$ cat src/hdl/plt_pkg.sv
// Peer lease table shared package: sizes, command and topic state codes,
// controller state type and controller/datapath handshake structs.
// No dependencies.
package plt_pkg;

   localparam int SLOT_COUNT = 16;
   localparam int SLOT_W = (SLOT_COUNT > 1) ? $clog2(SLOT_COUNT) : 1;

   localparam int CMD_W = 4;
   localparam int GEN_W = 32;
   localparam int ID_W = 32;
   localparam int IDX_W = 8;
   localparam int TIME_W = 32;
   localparam int COUNT_W = 16;
   localparam int TOPIC_W = 2;

   localparam logic [CMD_W-1:0] CMD_REBUILD   = 4'd0;
   localparam logic [CMD_W-1:0] CMD_READY     = 4'd1;
   localparam logic [CMD_W-1:0] CMD_STOP      = 4'd2;
   localparam logic [CMD_W-1:0] CMD_ADD       = 4'd3;
   localparam logic [CMD_W-1:0] CMD_REMOVE    = 4'd4;
   localparam logic [CMD_W-1:0] CMD_ACQUIRE   = 4'd5;
   localparam logic [CMD_W-1:0] CMD_HEARTBEAT = 4'd6;
   localparam logic [CMD_W-1:0] CMD_RELEASE   = 4'd7;
   localparam logic [CMD_W-1:0] CMD_COLLECT   = 4'd8;
   localparam logic [CMD_W-1:0] CMD_TICK      = 4'd9;

   localparam logic [TOPIC_W-1:0] TOPIC_EMPTY    = 2'd0;
   localparam logic [TOPIC_W-1:0] TOPIC_CLEARING = 2'd1;
   localparam logic [TOPIC_W-1:0] TOPIC_READY    = 2'd2;
   localparam logic [TOPIC_W-1:0] TOPIC_STOPPING = 2'd3;

   localparam logic [COUNT_W-1:0] COUNT_MAX = '1;

   typedef enum logic [1:0] {
      CS_IDLE,
      CS_SCAN,
      CS_FINISH
   } ctrl_state_type;

   typedef struct packed {
      logic load;
      logic step;
      logic finish;
   } dp_cmd_type;

   typedef struct packed {
      logic scan_needed;
      logic scan_done;
      logic out_free;
   } dp_status_type;

endpackage

$ cat src/hdl/plt_req_if.sv
// Request channel interface: valid/ready handshake plus command payload.
// Depends on plt_pkg.
interface plt_req_if;
   import plt_pkg::*;

   logic               valid;
   logic               ready;
   logic [CMD_W-1:0]   command;
   logic [GEN_W-1:0]   generation_in;
   logic [ID_W-1:0]    peer_id;
   logic [IDX_W-1:0]   slot_index;

   modport source (output valid, command, generation_in, peer_id, slot_index, input ready);
   modport sink (input valid, command, generation_in, peer_id, slot_index, output ready);
endinterface

$ cat src/hdl/plt_rsp_if.sv
// Response channel interface: valid/ready handshake plus result payload.
// Depends on plt_pkg.
interface plt_rsp_if;
   import plt_pkg::*;

   logic               valid;
   logic               ready;
   logic               accepted;
   logic [IDX_W-1:0]   granted_slot;
   logic [ID_W-1:0]    stale_mask;
   logic [GEN_W-1:0]   generation_out;
   logic [TOPIC_W-1:0] topic_state;
   logic [COUNT_W-1:0] peer_total;

   modport source (output valid, accepted, granted_slot, stale_mask, generation_out,
                   topic_state, peer_total, input ready);
   modport sink (input valid, accepted, granted_slot, stale_mask, generation_out,
                 topic_state, peer_total, output ready);
endinterface

$ cat src/hdl/peer_lease_table_top.sv
// Peer lease table top level: ties controller and datapath to the channels.
// Depends on plt_pkg, plt_req_if, plt_rsp_if, plt_ctrl and plt_dp.
//
//   channel   direction  handshake                    payload
//   req_bus   in         valid/ready                  command, generation_in, peer_id, slot_index
//   rsp_bus   out        valid/ready                  accepted, granted_slot, stale_mask, ...
//   csr_*     in         csr_write_enable, no ready   stale_timeout (32 bit)
//
// One transaction at a time. Commands without a scan go from accept to the finish state,
// where the result register loads once the output register is free, and then back to idle.
// Acquire (nonzero id) and collect (nonzero timeout) first pass through a scan state,
// which reads one slot per cycle, up to SLOT_COUNT slots.
// The next request is taken while a result still waits in the output register.
// Synchronous reset clears all slots at once; no clearing pass.
module peer_lease_table_top (
   input  logic                       clock,
   input  logic                       reset,
   plt_req_if.sink                    req_bus,
   plt_rsp_if.source                  rsp_bus,
   input  logic                       csr_write_enable,
   input  logic [plt_pkg::TIME_W-1:0] csr_write_data
);
   import plt_pkg::*;

   dp_cmd_type    cmd;
   dp_status_type status;

   plt_ctrl u_ctrl (
      .clock     (clock),
      .reset     (reset),
      .req_valid (req_bus.valid),
      .req_ready (req_bus.ready),
      .status    (status),
      .cmd       (cmd)
   );

   plt_dp u_dp (
      .clock              (clock),
      .reset              (reset),
      .cmd                (cmd),
      .status             (status),
      .csr_write_enable   (csr_write_enable),
      .csr_write_data     (csr_write_data),
      .req_command        (req_bus.command),
      .req_generation_in  (req_bus.generation_in),
      .req_peer_id        (req_bus.peer_id),
      .req_slot_index     (req_bus.slot_index),
      .rsp_valid          (rsp_bus.valid),
      .rsp_ready          (rsp_bus.ready),
      .rsp_accepted       (rsp_bus.accepted),
      .rsp_granted_slot   (rsp_bus.granted_slot),
      .rsp_stale_mask     (rsp_bus.stale_mask),
      .rsp_generation_out (rsp_bus.generation_out),
      .rsp_topic_state    (rsp_bus.topic_state),
      .rsp_peer_total     (rsp_bus.peer_total)
   );

`ifndef SYNTHESIS
   a_busy_after_accept: assert property (@(posedge clock) disable iff (reset)
      req_bus.valid && req_bus.ready |=> !req_bus.ready)
      else $error("request taken while a transaction is in flight");

   a_grant_needs_accept: assert property (@(posedge clock) disable iff (reset)
      rsp_bus.valid && (rsp_bus.granted_slot != '0) |-> rsp_bus.accepted)
      else $error("nonzero granted slot without acceptance");

   a_empty_means_gen_zero: assert property (@(posedge clock) disable iff (reset)
      rsp_bus.valid && (rsp_bus.topic_state == TOPIC_EMPTY) |-> rsp_bus.generation_out == '0)
      else $error("empty topic reported with a nonzero generation");
`endif
endmodule

$ cat src/hdl/plt_ctrl.sv
// Peer lease table controller: accept, slot scan and result hand-off sequencing.
// Depends on plt_pkg.
module plt_ctrl (
   input  logic                  clock,
   input  logic                  reset,
   input  logic                  req_valid,
   output logic                  req_ready,
   input  plt_pkg::dp_status_type status,
   output plt_pkg::dp_cmd_type   cmd
);
   import plt_pkg::*;

   ctrl_state_type state_ff, state_in;

   always_ff @(posedge clock) begin
      if (reset) begin
         state_ff <= CS_IDLE;
      end else begin
         state_ff <= state_in;
      end
   end

   always_comb begin
      state_in = state_ff;
      unique case (state_ff)
         CS_IDLE: begin
            if (req_valid) begin
               state_in = status.scan_needed ? CS_SCAN : CS_FINISH;
            end
         end
         CS_SCAN: begin
            if (status.scan_done) begin
               state_in = CS_FINISH;
            end
         end
         CS_FINISH: begin
            if (status.out_free) begin
               state_in = CS_IDLE;
            end
         end
         default: state_in = CS_IDLE;
      endcase
   end

   always_comb begin
      req_ready = 1'b0;
      cmd = '0;
      unique case (state_ff)
         CS_IDLE: begin
            req_ready = 1'b1;
            cmd.load = req_valid;
         end
         CS_SCAN: begin
            cmd.step = 1'b1;
         end
         CS_FINISH: begin
            cmd.finish = status.out_free;
         end
         default: begin
            req_ready = 1'b0;
         end
      endcase
   end
endmodule

$ cat src/hdl/plt_dp.sv
// Peer lease table datapath: topic registers, slot arrays, scan unit and result register.
// Depends on plt_pkg.
module plt_dp (
   input  logic                          clock,
   input  logic                          reset,
   input  plt_pkg::dp_cmd_type           cmd,
   output plt_pkg::dp_status_type        status,
   input  logic                          csr_write_enable,
   input  logic [plt_pkg::TIME_W-1:0]    csr_write_data,
   input  logic [plt_pkg::CMD_W-1:0]     req_command,
   input  logic [plt_pkg::GEN_W-1:0]     req_generation_in,
   input  logic [plt_pkg::ID_W-1:0]      req_peer_id,
   input  logic [plt_pkg::IDX_W-1:0]     req_slot_index,
   output logic                          rsp_valid,
   input  logic                          rsp_ready,
   output logic                          rsp_accepted,
   output logic [plt_pkg::IDX_W-1:0]     rsp_granted_slot,
   output logic [plt_pkg::ID_W-1:0]      rsp_stale_mask,
   output logic [plt_pkg::GEN_W-1:0]     rsp_generation_out,
   output logic [plt_pkg::TOPIC_W-1:0]   rsp_topic_state,
   output logic [plt_pkg::COUNT_W-1:0]   rsp_peer_total
);
   import plt_pkg::*;

   logic [TIME_W-1:0]   timeout_ff;
   logic [GEN_W-1:0]    gen_ff, gen_in;
   logic [TOPIC_W-1:0]  topic_ff, topic_in;
   logic [COUNT_W-1:0]  count_ff, count_in;
   logic [TIME_W-1:0]   time_ff, time_in;
   logic [SLOT_COUNT-1:0] busy_ff, busy_in;
   logic [ID_W-1:0]     owner_ff [SLOT_COUNT];
   logic [TIME_W-1:0]   beat_ff [SLOT_COUNT];

   logic [CMD_W-1:0]    op_ff;
   logic [GEN_W-1:0]    gen_arg_ff;
   logic [ID_W-1:0]     id_arg_ff;
   logic [IDX_W-1:0]    idx_arg_ff;

   logic [SLOT_W-1:0]   scan_ff;
   logic                found_ff, found_in;
   logic [IDX_W-1:0]    granted_ff, granted_in;
   logic [ID_W-1:0]     mask_ff, mask_in;

   logic                rsp_valid_ff;
   logic                rsp_acc_ff, acc_in;
   logic [IDX_W-1:0]    rsp_granted_ff;
   logic [ID_W-1:0]     rsp_mask_ff;
   logic [GEN_W-1:0]    rsp_gen_ff;
   logic [TOPIC_W-1:0]  rsp_topic_ff;
   logic [COUNT_W-1:0]  rsp_count_ff;

   logic                rd_busy;
   logic [ID_W-1:0]     rd_owner;
   logic [TIME_W-1:0]   rd_beat;
   logic [TIME_W-1:0]   age;
   logic                hit;
   logic                gen_ok;
   logic                idx_ok;
   logic [SLOT_W-1:0]   idx_slot;
   logic                own_we, beat_we;
   logic [SLOT_W-1:0]   wr_addr;

   assign rd_busy  = busy_ff[scan_ff];
   assign rd_owner = owner_ff[scan_ff];
   assign rd_beat  = beat_ff[scan_ff];
   assign age      = time_ff - rd_beat;
   assign hit      = (op_ff == CMD_ACQUIRE) && !rd_busy;
   assign gen_ok   = (gen_arg_ff != '0) && (gen_arg_ff == gen_ff);
   assign idx_ok   = {1'b0, idx_arg_ff} < (IDX_W+1)'(SLOT_COUNT);
   assign idx_slot = idx_arg_ff[SLOT_W-1:0];

   assign status.scan_needed = ((req_command == CMD_ACQUIRE) && (req_peer_id != '0)) ||
                               ((req_command == CMD_COLLECT) && (timeout_ff != '0));
   assign status.scan_done   = hit || (scan_ff == SLOT_W'(SLOT_COUNT - 1));
   assign status.out_free    = !rsp_valid_ff || rsp_ready;

   always_comb begin
      gen_in     = gen_ff;
      topic_in   = topic_ff;
      count_in   = count_ff;
      time_in    = time_ff;
      busy_in    = busy_ff;
      found_in   = found_ff;
      granted_in = granted_ff;
      mask_in    = mask_ff;
      acc_in     = 1'b0;
      own_we     = 1'b0;
      beat_we    = 1'b0;
      wr_addr    = scan_ff;
      if (cmd.step) begin
         if (op_ff == CMD_ACQUIRE) begin
            if (!rd_busy) begin
               busy_in[scan_ff] = 1'b1;
               own_we     = 1'b1;
               beat_we    = 1'b1;
               found_in   = 1'b1;
               granted_in = IDX_W'(scan_ff);
            end
         end else if (rd_busy && (age >= timeout_ff)) begin
            mask_in = mask_ff | rd_owner;
            busy_in[scan_ff] = 1'b0;
         end
      end
      if (cmd.finish) begin
         case (op_ff)
            CMD_REBUILD: begin
               topic_in = TOPIC_CLEARING;
               count_in = '0;
               busy_in  = '0;
               gen_in   = gen_ff + 1'b1;
            end
            CMD_READY: topic_in = TOPIC_READY;
            CMD_STOP:  topic_in = TOPIC_STOPPING;
            CMD_ADD: begin
               if (gen_ok && (topic_ff == TOPIC_READY)) begin
                  acc_in = 1'b1;
                  if (count_ff != COUNT_MAX) begin
                     count_in = count_ff + 1'b1;
                  end
               end
            end
            CMD_REMOVE: begin
               if (gen_ok && (count_ff != '0)) begin
                  acc_in   = 1'b1;
                  count_in = count_ff - 1'b1;
               end
            end
            CMD_ACQUIRE: acc_in = found_ff;
            CMD_HEARTBEAT: begin
               if (idx_ok) begin
                  beat_we = 1'b1;
                  wr_addr = idx_slot;
               end
            end
            CMD_RELEASE: begin
               if (idx_ok) begin
                  busy_in[idx_slot] = 1'b0;
               end
            end
            CMD_TICK: time_in = time_ff + 1'b1;
            default: acc_in = 1'b0;
         endcase
      end
   end

   always_ff @(posedge clock) begin
      if (reset) begin
         timeout_ff   <= '0;
         gen_ff       <= '0;
         topic_ff     <= TOPIC_EMPTY;
         count_ff     <= '0;
         time_ff      <= '0;
         busy_ff      <= '0;
         rsp_valid_ff <= 1'b0;
      end else begin
         if (csr_write_enable) begin
            timeout_ff <= csr_write_data;
         end
         gen_ff   <= gen_in;
         topic_ff <= topic_in;
         count_ff <= count_in;
         time_ff  <= time_in;
         busy_ff  <= busy_in;
         if (cmd.finish) begin
            rsp_valid_ff <= 1'b1;
         end else if (rsp_ready) begin
            rsp_valid_ff <= 1'b0;
         end
      end
   end

   always_ff @(posedge clock) begin
      if (cmd.load) begin
         op_ff      <= req_command;
         gen_arg_ff <= req_generation_in;
         id_arg_ff  <= req_peer_id;
         idx_arg_ff <= req_slot_index;
         scan_ff    <= '0;
         found_ff   <= 1'b0;
         granted_ff <= '0;
         mask_ff    <= '0;
      end else begin
         if (cmd.step) begin
            scan_ff <= scan_ff + 1'b1;
         end
         found_ff   <= found_in;
         granted_ff <= granted_in;
         mask_ff    <= mask_in;
      end
      if (own_we) begin
         owner_ff[wr_addr] <= id_arg_ff;
      end
      if (beat_we) begin
         beat_ff[wr_addr] <= time_ff;
      end
      if (cmd.finish) begin
         rsp_acc_ff     <= acc_in;
         rsp_granted_ff <= granted_ff;
         rsp_mask_ff    <= mask_ff;
         rsp_gen_ff     <= gen_in;
         rsp_topic_ff   <= topic_in;
         rsp_count_ff   <= count_in;
      end
   end

   assign rsp_valid          = rsp_valid_ff;
   assign rsp_accepted       = rsp_acc_ff;
   assign rsp_granted_slot   = rsp_granted_ff;
   assign rsp_stale_mask     = rsp_mask_ff;
   assign rsp_generation_out = rsp_gen_ff;
   assign rsp_topic_state    = rsp_topic_ff;
   assign rsp_peer_total     = rsp_count_ff;
endmodule
$ cat src/flat_wrapper.sv
// flat-port wrapper written by rule: the top's interface ports become plain ports
module peer_lease_table_top_flat import plt_pkg::*;
  (clock, reset, csr_write_enable, csr_write_data, req_bus_valid, req_bus_command, req_bus_generation_in, req_bus_peer_id, req_bus_slot_index, req_bus_ready, rsp_bus_valid, rsp_bus_accepted, rsp_bus_granted_slot, rsp_bus_stale_mask, rsp_bus_generation_out, rsp_bus_topic_state, rsp_bus_peer_total, rsp_bus_ready);
  plt_req_if req_bus_i ();
  plt_rsp_if rsp_bus_i ();
  input  logic clock;
  input  logic reset;
  input  logic csr_write_enable;
  input  logic [plt_pkg::TIME_W-1:0] csr_write_data;
  input wire logic [$bits(req_bus_i.valid)-1:0] req_bus_valid;
  input wire logic [$bits(req_bus_i.command)-1:0] req_bus_command;
  input wire logic [$bits(req_bus_i.generation_in)-1:0] req_bus_generation_in;
  input wire logic [$bits(req_bus_i.peer_id)-1:0] req_bus_peer_id;
  input wire logic [$bits(req_bus_i.slot_index)-1:0] req_bus_slot_index;
  output wire logic [$bits(req_bus_i.ready)-1:0] req_bus_ready;
  output wire logic [$bits(rsp_bus_i.valid)-1:0] rsp_bus_valid;
  output wire logic [$bits(rsp_bus_i.accepted)-1:0] rsp_bus_accepted;
  output wire logic [$bits(rsp_bus_i.granted_slot)-1:0] rsp_bus_granted_slot;
  output wire logic [$bits(rsp_bus_i.stale_mask)-1:0] rsp_bus_stale_mask;
  output wire logic [$bits(rsp_bus_i.generation_out)-1:0] rsp_bus_generation_out;
  output wire logic [$bits(rsp_bus_i.topic_state)-1:0] rsp_bus_topic_state;
  output wire logic [$bits(rsp_bus_i.peer_total)-1:0] rsp_bus_peer_total;
  input wire logic [$bits(rsp_bus_i.ready)-1:0] rsp_bus_ready;
  assign req_bus_i.valid = req_bus_valid;
  assign req_bus_i.command = req_bus_command;
  assign req_bus_i.generation_in = req_bus_generation_in;
  assign req_bus_i.peer_id = req_bus_peer_id;
  assign req_bus_i.slot_index = req_bus_slot_index;
  assign req_bus_ready = req_bus_i.ready;
  assign rsp_bus_valid = rsp_bus_i.valid;
  assign rsp_bus_accepted = rsp_bus_i.accepted;
  assign rsp_bus_granted_slot = rsp_bus_i.granted_slot;
  assign rsp_bus_stale_mask = rsp_bus_i.stale_mask;
  assign rsp_bus_generation_out = rsp_bus_i.generation_out;
  assign rsp_bus_topic_state = rsp_bus_i.topic_state;
  assign rsp_bus_peer_total = rsp_bus_i.peer_total;
  assign rsp_bus_i.ready = rsp_bus_ready;
  peer_lease_table_top u_core (.clock(clock), .reset(reset), .req_bus(req_bus_i), .rsp_bus(rsp_bus_i), .csr_write_enable(csr_write_enable), .csr_write_data(csr_write_data));
endmodule
$ cat config.mk
export PLATFORM = sky130hd
export DESIGN_NAME = peer_lease_table_top_flat
export DESIGN_NICKNAME = d
export VERILOG_FILES = /design/src/hdl/plt_pkg.sv /design/src/hdl/plt_req_if.sv /design/src/hdl/plt_rsp_if.sv /design/src/hdl/peer_lease_table_top.sv /design/src/hdl/plt_ctrl.sv /design/src/hdl/plt_dp.sv /design/src/flat_wrapper.sv
export SDC_FILE = /design/constraint.sdc
export NUM_CORES = 1
export LEC_CHECK = 0
export ABC_AREA = 1
export BUFFER_PORTS_ARGS = -buffer_cell sky130_fd_sc_hd__buf_2
export CAP_MARGIN = 10
export CORE_ASPECT_RATIO = 1.1
export CORE_UTILIZATION = 45
export CTS_BUF_LIST = sky130_fd_sc_hd__clkbuf_16
export DETAILED_ROUTE_END_ITERATION = 16
export HOLD_SLACK_MARGIN = 0.15
export SLEW_MARGIN = 20
export SYNTH_ARGS = -nofsm -noshare
export SYNTH_HDL_FRONTEND = slang
export SYNTH_HIERARCHICAL = 1
export SYNTH_SLANG_ARGS = --single-unit
$ cat constraint.sdc
create_clock -name clock -period 12.9 [get_ports clock]
set_input_delay 1.29 -clock clock [delete_from_list [all_inputs] [get_ports clock]]
set_output_delay 1.29 -clock clock [all_outputs]
set_load 0.005 [all_outputs]
==> flow_metrics.tcl, run 1 <==
set metrics [dict create \
    r2r_end "u_core/u_dp/mask_ff[23]" \
    seq_area_frac_synth 0.6769 \
    routed_wirelength_um 158200 \
    vias_in_the_first_global_route 37840 \
    synthesis.yosys.warnings 6 \
    cp-end-kind "flip-flop" \
    clock_sink_count 1365 \
    top_ff_cell_synth "sky130_fd_sc_hd__edfxtp_1" \
    cts.htree.levels 4 \
    clk_latency_ps 790 \
    power.density_nw_per_um2 146.7 \
    drtPass1Iterations 6 \
    die_area_um2 130100 \
    io_pins 206 \
    final_layout_size_suffix_gt1_frac 0.1091 \
    max_freq_mhz 135.2 \
    final.setup.worst_slack_ps 5505 \
    timing.critical_path.required_ps 13600 \
    maximum_vdd_ir_drop_mv 0.1294 \
    globalplace.congestion 0.9252 \
    report.final.setup_viol 0 \
    slew_viol_final 0 \
    mappedNetlistArea_um2 57920 \
    die_width_um 344.1 \
    cts-buffers-inserted 144 \
    avgViaCountPerCell 5.690 \
    wire_length_of_the_first_global_routing_pass_um 234800 \
    share_of_the_clock_period_used_by_the_worst_path_after_layout 0.5733 \
    flow.area_growth_from_synthesis_pct 12.66 \
    globalRoute.totalOverflow 0 \
    post_layout_min_period_ps 7395 \
    multi_input_area_um2 16340 \
    criticalPathCategory "reg -> reg" \
    number_of_stages_on_the_worst_hold_path 0 \
    crit_arrival_ps 8090 \
    antenna_violating_nets_post_route 0 \
    hold_fix_buffer_count_after_cts 0 \
    result_of_the_run "finished, final reports clean" \
    routedWlPerCell_um 22.38 \
    synth_seq_cells 1365 \
    fp.coreArea_um2 127200 \
    cts.repair_timing.setup_buffer_count 0 \
    asyncSetResetFlopFracSynth 0 \
    seq_area_um2 39220 \
    die_height_um 378.3 \
    post_cts_resized 0 \
    route.vias.total 40210 \
    cts_tree "built" \
    clockRootBuffer "sky130_fd_sc_hd__clkbuf_16" \
    post_synth_inst_count 5148 \
    hold_path.class "reg -> reg" \
    grt_max_degree 267 \
    io_buffers 201 \
    timing.setup.tns_ps 0 \
    antenna_found_initial 5 \
    cap_viol_max_count 0 \
    detailedPlacementHpwl_um 84190 \
    worst_setup_hold_path_clk_slew_ps 60 \
    fillers 11250 \
    dpl_cells 6804 \
    timing.final.hold_violations 0 \
    post_synth_num_cell_types 59 \
    number_of_enable_type_register_cells_in_the_synthesized_netlist 1187 \
    static-leakage-power_nw 23.14 \
    cts.path.max_buffers 3 \
    rsz0062_at_grt "false" \
    tightestPinTransition_ps 1206 \
    ff2ff_path_depth 27 \
    start_kind "flip-flop" \
    postSynthAreaPerCell_um2 11.25 \
    floorplan.initialDensity 0.4554 \
    worst-path-max-fanout 76 \
    gr-usage-all-layers 0.2408 \
    hold_wc_startpoint "u_core/u_dp/mask_ff[16]" \
    place_worst_setup_slack_ps 5601 \
    clock-skew-final_ps 34.73 \
    drt_iter0_markers 4210 \
    timing.reg2reg.setup_slack_ps 5500 \
    route.detailed.drc 0 \
    worst_slew_margin_rel 0.1961 \
    worstHoldEndpoint "u_core/u_dp/rsp_stale_mask[16]" \
    number_of_cell_rows 137 \
    design.final.nets 5469 \
    finalNonFillerCells 7067 \
]
[logic make-up (layout without fill, tap and decap cells)]
family | Yosys count | in the layout | synth area share
AO/OA/AOI/OAI | 1225 | 1225 | 0.1245
XOR/XNOR | 72 | 72 | 0.01089
flip-flops | 1365 | 1365 | 0.6769
other | 1 | 5 | 0.00006475
buffers and inverters | 664 | 911 | 0.04578
AND/OR/NAND/NOR | 1747 | 1747 | 0.1257
adder cells (fa/ha/maj) | 74 | 74 | 0.01612
[worst max-delay path, cell delays in order (launching register included)]
cell                       delay [ps]
sky130_fd_sc_hd__dfxtp_4          740
sky130_fd_sc_hd__buf_4            710
sky130_fd_sc_hd__buf_4            840
sky130_fd_sc_hd__o21ai_0          220
sky130_fd_sc_hd__o221ai_1         230
sky130_fd_sc_hd__nand3_1          120
sky130_fd_sc_hd__nand2_1          200
sky130_fd_sc_hd__inv_1            100
sky130_fd_sc_hd__ha_1             370
sky130_fd_sc_hd__nand2_1           90
sky130_fd_sc_hd__nand2_1           60
sky130_fd_sc_hd__a31oi_1          190
sky130_fd_sc_hd__a21boi_0         280
sky130_fd_sc_hd__nand2_1          140
sky130_fd_sc_hd__a21oi_1          260
sky130_fd_sc_hd__xor2_1           110
sky130_fd_sc_hd__ha_1             310
sky130_fd_sc_hd__nand2_1           70
sky130_fd_sc_hd__nor2_1           130
sky130_fd_sc_hd__nand4_1          120
sky130_fd_sc_hd__nor4_1           200
sky130_fd_sc_hd__nand2_1           90
sky130_fd_sc_hd__nand2_1          240
sky130_fd_sc_hd__nand2_1          420
sky130_fd_sc_hd__inv_1            140
sky130_fd_sc_hd__buf_4            500
sky130_fd_sc_hd__nand3_1          170
sky130_fd_sc_hd__a21oi_1          170
[registers in the layout, summed over array words and instances (netlist names), 32 cells and up, named ones only]
| name | count |
|---|---|
| u_core/u_dp/rsp_generation_out | 32 |
| u_core/u_dp/owner_ff | 512 |
| u_core/u_dp/timeout_ff | 32 |
| u_core/u_dp/gen_ff | 32 |
| u_core/u_dp/time_ff | 32 |
| u_core/u_dp/beat_ff | 512 |
| u_core/u_dp/rsp_stale_mask | 32 |
| u_core/u_dp/gen_arg_ff | 32 |
| u_core/u_dp/id_arg_ff | 32 |
| u_core/u_dp/mask_ff | 32 |
[report_power, final]
group          switching (mW)  internal (mW)
combinational           0.428          0.188
sequential             0.0693           4.84
clock                    1.75           2.29
[how the worst max path moves through the flow]
stage                                endpoint  slack, ps
floorplan           u_core/u_dp/beat_ff[0][0]       1580
global placement      u_core/u_dp/mask_ff[18]       5730
detailed placement     u_core/u_dp/mask_ff[2]       5600
CTS                   u_core/u_dp/mask_ff[23]       5560
global route          u_core/u_dp/mask_ff[31]       4950
finish                u_core/u_dp/mask_ff[23]       5500
[cells in the mapped netlist (3+ instances only)]
cell type	n	share of area
sky130_fd_sc_hd__a31oi_1	7	0.00076
sky130_fd_sc_hd__buf_4	14	0.0018
sky130_fd_sc_hd__nor3_2	5	0.00086
sky130_fd_sc_hd__nor3b_1	4	0.00052
sky130_fd_sc_hd__o31ai_1	12	0.0016
sky130_fd_sc_hd__o21bai_1	4	0.00052
sky130_fd_sc_hd__buf_2	63	0.0054
sky130_fd_sc_hd__buf_1	9	0.00058
sky130_fd_sc_hd__buf_6	3	0.00058
sky130_fd_sc_hd__a211oi_1	17	0.0022
sky130_fd_sc_hd__nor2_1	846	0.055
sky130_fd_sc_hd__edfxtp_1	1187	0.62
sky130_fd_sc_hd__nand2_2	5	0.00054
sky130_fd_sc_hd__xor2_1	61	0.0092
sky130_fd_sc_hd__nor4_1	27	0.0029
sky130_fd_sc_hd__nand4_1	62	0.0067
sky130_fd_sc_hd__a21oi_1	175	0.015
sky130_fd_sc_hd__nand2_1	535	0.035
sky130_fd_sc_hd__nor2_2	9	0.00097
sky130_fd_sc_hd__clkbuf_1	188	0.012
sky130_fd_sc_hd__or2_2	4	0.00043
sky130_fd_sc_hd__ha_1	73	0.016
sky130_fd_sc_hd__nand3b_1	4	0.00052
sky130_fd_sc_hd__a21boi_0	4	0.00052
sky130_fd_sc_hd__o21a_1	8	0.0010
sky130_fd_sc_hd__nor3_1	55	0.0048
sky130_fd_sc_hd__o221ai_1	162	0.024
sky130_fd_sc_hd__inv_2	39	0.0025
sky130_fd_sc_hd__nand3_1	179	0.015
sky130_fd_sc_hd__clkinv_1	5	0.00032
sky130_fd_sc_hd__o21ai_0	628	0.054
sky130_fd_sc_hd__o221a_2	4	0.00078
sky130_fd_sc_hd__xnor2_1	11	0.0017
sky130_fd_sc_hd__inv_1	339	0.022
sky130_fd_sc_hd__o22ai_1	126	0.014
sky130_fd_sc_hd__dfxtp_1	178	0.062
sky130_fd_sc_hd__o211ai_1	45	0.0058
sky130_fd_sc_hd__a21o_1	4	0.00052
sky130_fd_sc_hd__o21ai_1	22	0.0019
[metrics by stage]
stage,hold WS [ps],power [mW],utilization,area (um2)
5_1_grt,436.2,9.882,0.5130,65250
3_5_place_dp,413.5,5.616,0.4766,60620
4_1_cts,426.1,9.642,0.5130,65250
3_3_place_gp,413.2,5.609,0.4766,60620
6_report,427.6,9.569,0.5130,65250
2_1_floorplan,408.2,5.397,-,57930
[area by class of cell]
| type | instances | area share |
|---|---|---|
| diodes | 1 | 0.00003835 |
| clock buffers | 147 | 0.05638 |
| flip-flops and latches | 1365 | 0.6011 |
| repair buffers | 264 | 0.02286 |
| clock inverters | 115 | 0.01455 |
| well taps | 1668 | 0.03198 |
| multi-input cells | 3122 | 0.2505 |
| inverters | 385 | 0.02259 |
[layout by cell type (no fill, tap or decap), types with 53 or more instances in the layout]
cell and n:
sky130_fd_sc_hd__nand3_1 179, sky130_fd_sc_hd__ha_1 73, sky130_fd_sc_hd__nand2_1 535, sky130_fd_sc_hd__o221ai_1 162, sky130_fd_sc_hd__edfxtp_1 1187, sky130_fd_sc_hd__o21ai_0 628
sky130_fd_sc_hd__buf_2 201, sky130_fd_sc_hd__nor2_1 813, sky130_fd_sc_hd__nor3_1 53, sky130_fd_sc_hd__o22ai_1 126, sky130_fd_sc_hd__a21oi_1 175, sky130_fd_sc_hd__nand4_1 62
sky130_fd_sc_hd__clkbuf_16 147, sky130_fd_sc_hd__buf_4 62, sky130_fd_sc_hd__xor2_1 61, sky130_fd_sc_hd__dfxtp_1 174, sky130_fd_sc_hd__inv_1 371
[routing by layer]
layer / routed length [um] / up-vias / GRT usage
met5: 13 / - / 0
met4: 4043 / 2 / 0.07848
met3: 11570 / 248 / 0.03881
met2: 73480 / 1535 / 0.3826
met1: 69050 / 19680 / 0.3369
li1: - / 18750 / -
Power figures use the tool's default switching activity.
==> run 2: changes to the inputs <==
==> constraint.sdc (replaced) <==
create_clock -name clock -period 6.1 [get_ports clock]
set_input_delay 0.61 -clock clock [delete_from_list [all_inputs] [get_ports clock]]
set_output_delay 0.61 -clock clock [all_outputs]
set_load 0.005 [all_outputs]
==> run 2 against run 1 <==
- fmax rose by 31%
- sequential cell count is the same
- global-route usage decreased by 0.11 points
- sequential power rose by 110%
- final area rose by 2.4%
- clock skew increased by 19 ps
- clock power rose by 110%
- power increased by 110%
- non-clock buffer count increased by 151
- count of clock-buffer cells in the layout shrank 1
- utilization up 1.2 points
- hold slack worse by 220 ps
- critical path type unchanged
==> flow_metrics.tcl, run 2 (synthesis results as in run 1) <==
set metrics [dict create \
    largestRegisters "u_core/u_dp/beat_ff (512), u_core/u_dp/owner_ff (512)" \
    start_kind "flip-flop" \
    layout_common_cells "sky130_fd_sc_hd__edfxtp_1, sky130_fd_sc_hd__nor2_1, sky130_fd_sc_hd__o21ai_0" \
    static-leakage-power_nw 23.90 \
    post_layout_min_period_ps 5627 \
    routedWlPerCell_um 21.82 \
    die_area_um2 130100 \
    timing.critical_path.required_ps 6810 \
    cap_viol_max_count 0 \
    cpMaxStageDelayCell "sky130_fd_sc_hd__dfxtp_4" \
    globalRoute.totalOverflow 0 \
    clockRootBuffer "sky130_fd_sc_hd__clkbuf_16" \
    flow.area_growth_from_synthesis_pct 15.39 \
    timing.reg2reg.setup_slack_ps 470 \
    drtPass1Iterations 6 \
    die_height_um 378.3 \
    finish.utilization 0.5255 \
    fp.coreArea_um2 127200 \
    detailedPlacementHpwl_um 91400 \
    grt_max_degree 152 \
    worst-path-max-fanout 108 \
    cts.htree.levels 4 \
    number_of_cell_rows 137 \
    post-route-cell-area_um2 66830 \
    route.detailed.drc 0 \
    report.final.setup_viol 0 \
    antenna_found_initial 2 \
    wire_length_of_the_first_global_routing_pass_um 235400 \
    drt_iter0_markers 3579 \
    final_layout_size_suffix_gt1_frac 0.1128 \
    power.density_nw_per_um2 304.2 \
    crit_arrival_ps 6340 \
    critPathMaxStageDelay_ps 490 \
    cp-end-kind "flip-flop" \
    criticalPathCategory "reg -> reg" \
    clk_latency_ps 790 \
    worst_setup_hold_path_clk_slew_ps 60 \
    commonest_non_fill_non_tap_cell_in_the_layout "sky130_fd_sc_hd__edfxtp_1" \
    io_buffers 201 \
    maximum_vdd_ir_drop_mv 0.2892 \
    max_freq_mhz 177.7 \
    globalplace.congestion 0.8991 \
    route.vias.total 40580 \
    timing.final.hold_violations 0 \
    cts.repair_timing.setup_buffer_count 0 \
    fillers 11080 \
    worst_slew_margin_rel 0.2599 \
    avgViaCountPerCell 5.621 \
    floorplan.initialDensity 0.4554 \
    clock-skew-final_ps 53.90 \
    hold_path.class "in -> reg" \
    share_of_the_clock_period_used_by_the_worst_path_after_layout 0.9225 \
    gr-usage-all-layers 0.2397 \
    routed_wirelength_um 157500 \
    tightestPinTransition_ps 1110 \
    rsz0062_at_grt "false" \
    clock_sink_count 1365 \
    diodes 0 \
    cts_tree "built" \
    result_of_the_run "finished, final reports clean" \
    design.final.nets 5620 \
    antenna_violating_nets_post_route 0 \
    slew_viol_final 0 \
    critical-path-top-cell-by-count "sky130_fd_sc_hd__nand2_1" \
    cts-buffers-inserted 144 \
    cts.path.max_buffers 3 \
    die_width_um 344.1 \
    post_dp_area_um2 61030 \
    vias_in_the_first_global_route 38590 \
    io_pins 206 \
]
-- run 2: cell count changes in the layout (fill, tap and decap cells not counted), moves of 4 or more --
cell                            delta
sky130_fd_sc_hd__dlygate4sd3_1   +111
sky130_fd_sc_hd__clkinv_16         +4
sky130_fd_sc_hd__clkinv_2          -7
sky130_fd_sc_hd__buf_12            +7
sky130_fd_sc_hd__buf_4            +32
sky130_fd_sc_hd__clkinv_1          +5
-- run 2: worst max-delay path: cells and delay by family (launching register included) --
kind / cells / cell delay (ps)
fa+ha+maj: 3 / 870
simple gates: 12 / 1630
xor+xnor: 1 / 160
compound gates: 7 / 1500
flops: 1 / 490
buf+inv: 4 / 830
-- run 2: per-layer routing --
| layer | share of wire | track usage | up-vias | routed length [um] |
|---|---|---|---|---|
| li1 | - | - | 19070 | - |
| met1 | 0.43 | 0.3305 | 19850 | 67910 |
| met5 | 0.00017 | 0 | - | 27 |
| met4 | 0.025 | 0.07414 | 4 | 3946 |
| met3 | 0.073 | 0.04588 | 241 | 11540 |
| met2 | 0.47 | 0.3829 | 1415 | 74060 |
-- run 2: final cells by class --
| type | instances | area (um2) | share of cell area |
|---|---|---|---|
| clock buffer | 146 | 3654 | 0.05467 |
| clock inverter | 118 | 1030 | 0.01541 |
| inverter | 385 | 1474 | 0.02205 |
| multi-input combinational | 3122 | 16360 | 0.2447 |
| sequential | 1365 | 39220 | 0.5869 |
| tap | 1668 | 2087 | 0.03123 |
| timing repair buffer | 415 | 3010 | 0.04504 |
-- run 2: path summary, 6_finish.rpt --
| kind | from | endpoint | cells after the start |
|---|---|---|---|
| min | csr_write_data[4] | u_core/u_dp/timeout_ff[4] | 3 |
| min reg2reg | u_core/u_dp/mask_ff[6] | u_core/u_dp/rsp_stale_mask[6] | 0 |
| max | flip-flop | u_core/u_dp/mask_ff[1] | 27 |
| max reg2reg | flip-flop | u_core/u_dp/mask_ff[1] | 27 |
-- run 2: repair_timing --
item,CTS,global route
setup endpoints to repair,0,7
hold buffers,111,0
hold endpoints to repair,109,0
gates resized for setup,0,1
-- run 2: metrics by stage --
step	total power, mW	hold WS [ps]	instances	setup WS (ps)	setup TNS (ps)
floorplan	11.41	408.2	5151	-2.346	-79.31
global placement	11.88	413.4	6844	582.7	0
detailed placement	11.90	416.5	6844	561.9	0
CTS	20.47	155.9	7219	546.3	0
global route	21.00	197.1	7219	0.05063	0
finish	20.33	204.9	7219	472.9	0
-- run 2: power by group --
part	internal, mW	total (mW)	switching, mW	leakage [nW]
Clock	4.80	8.56	3.76	2.40
Sequential	10.2	10.4	0.128	12.3
Combinational	0.462	1.41	0.944	9.21
Total	15.5	20.3	4.83	23.9
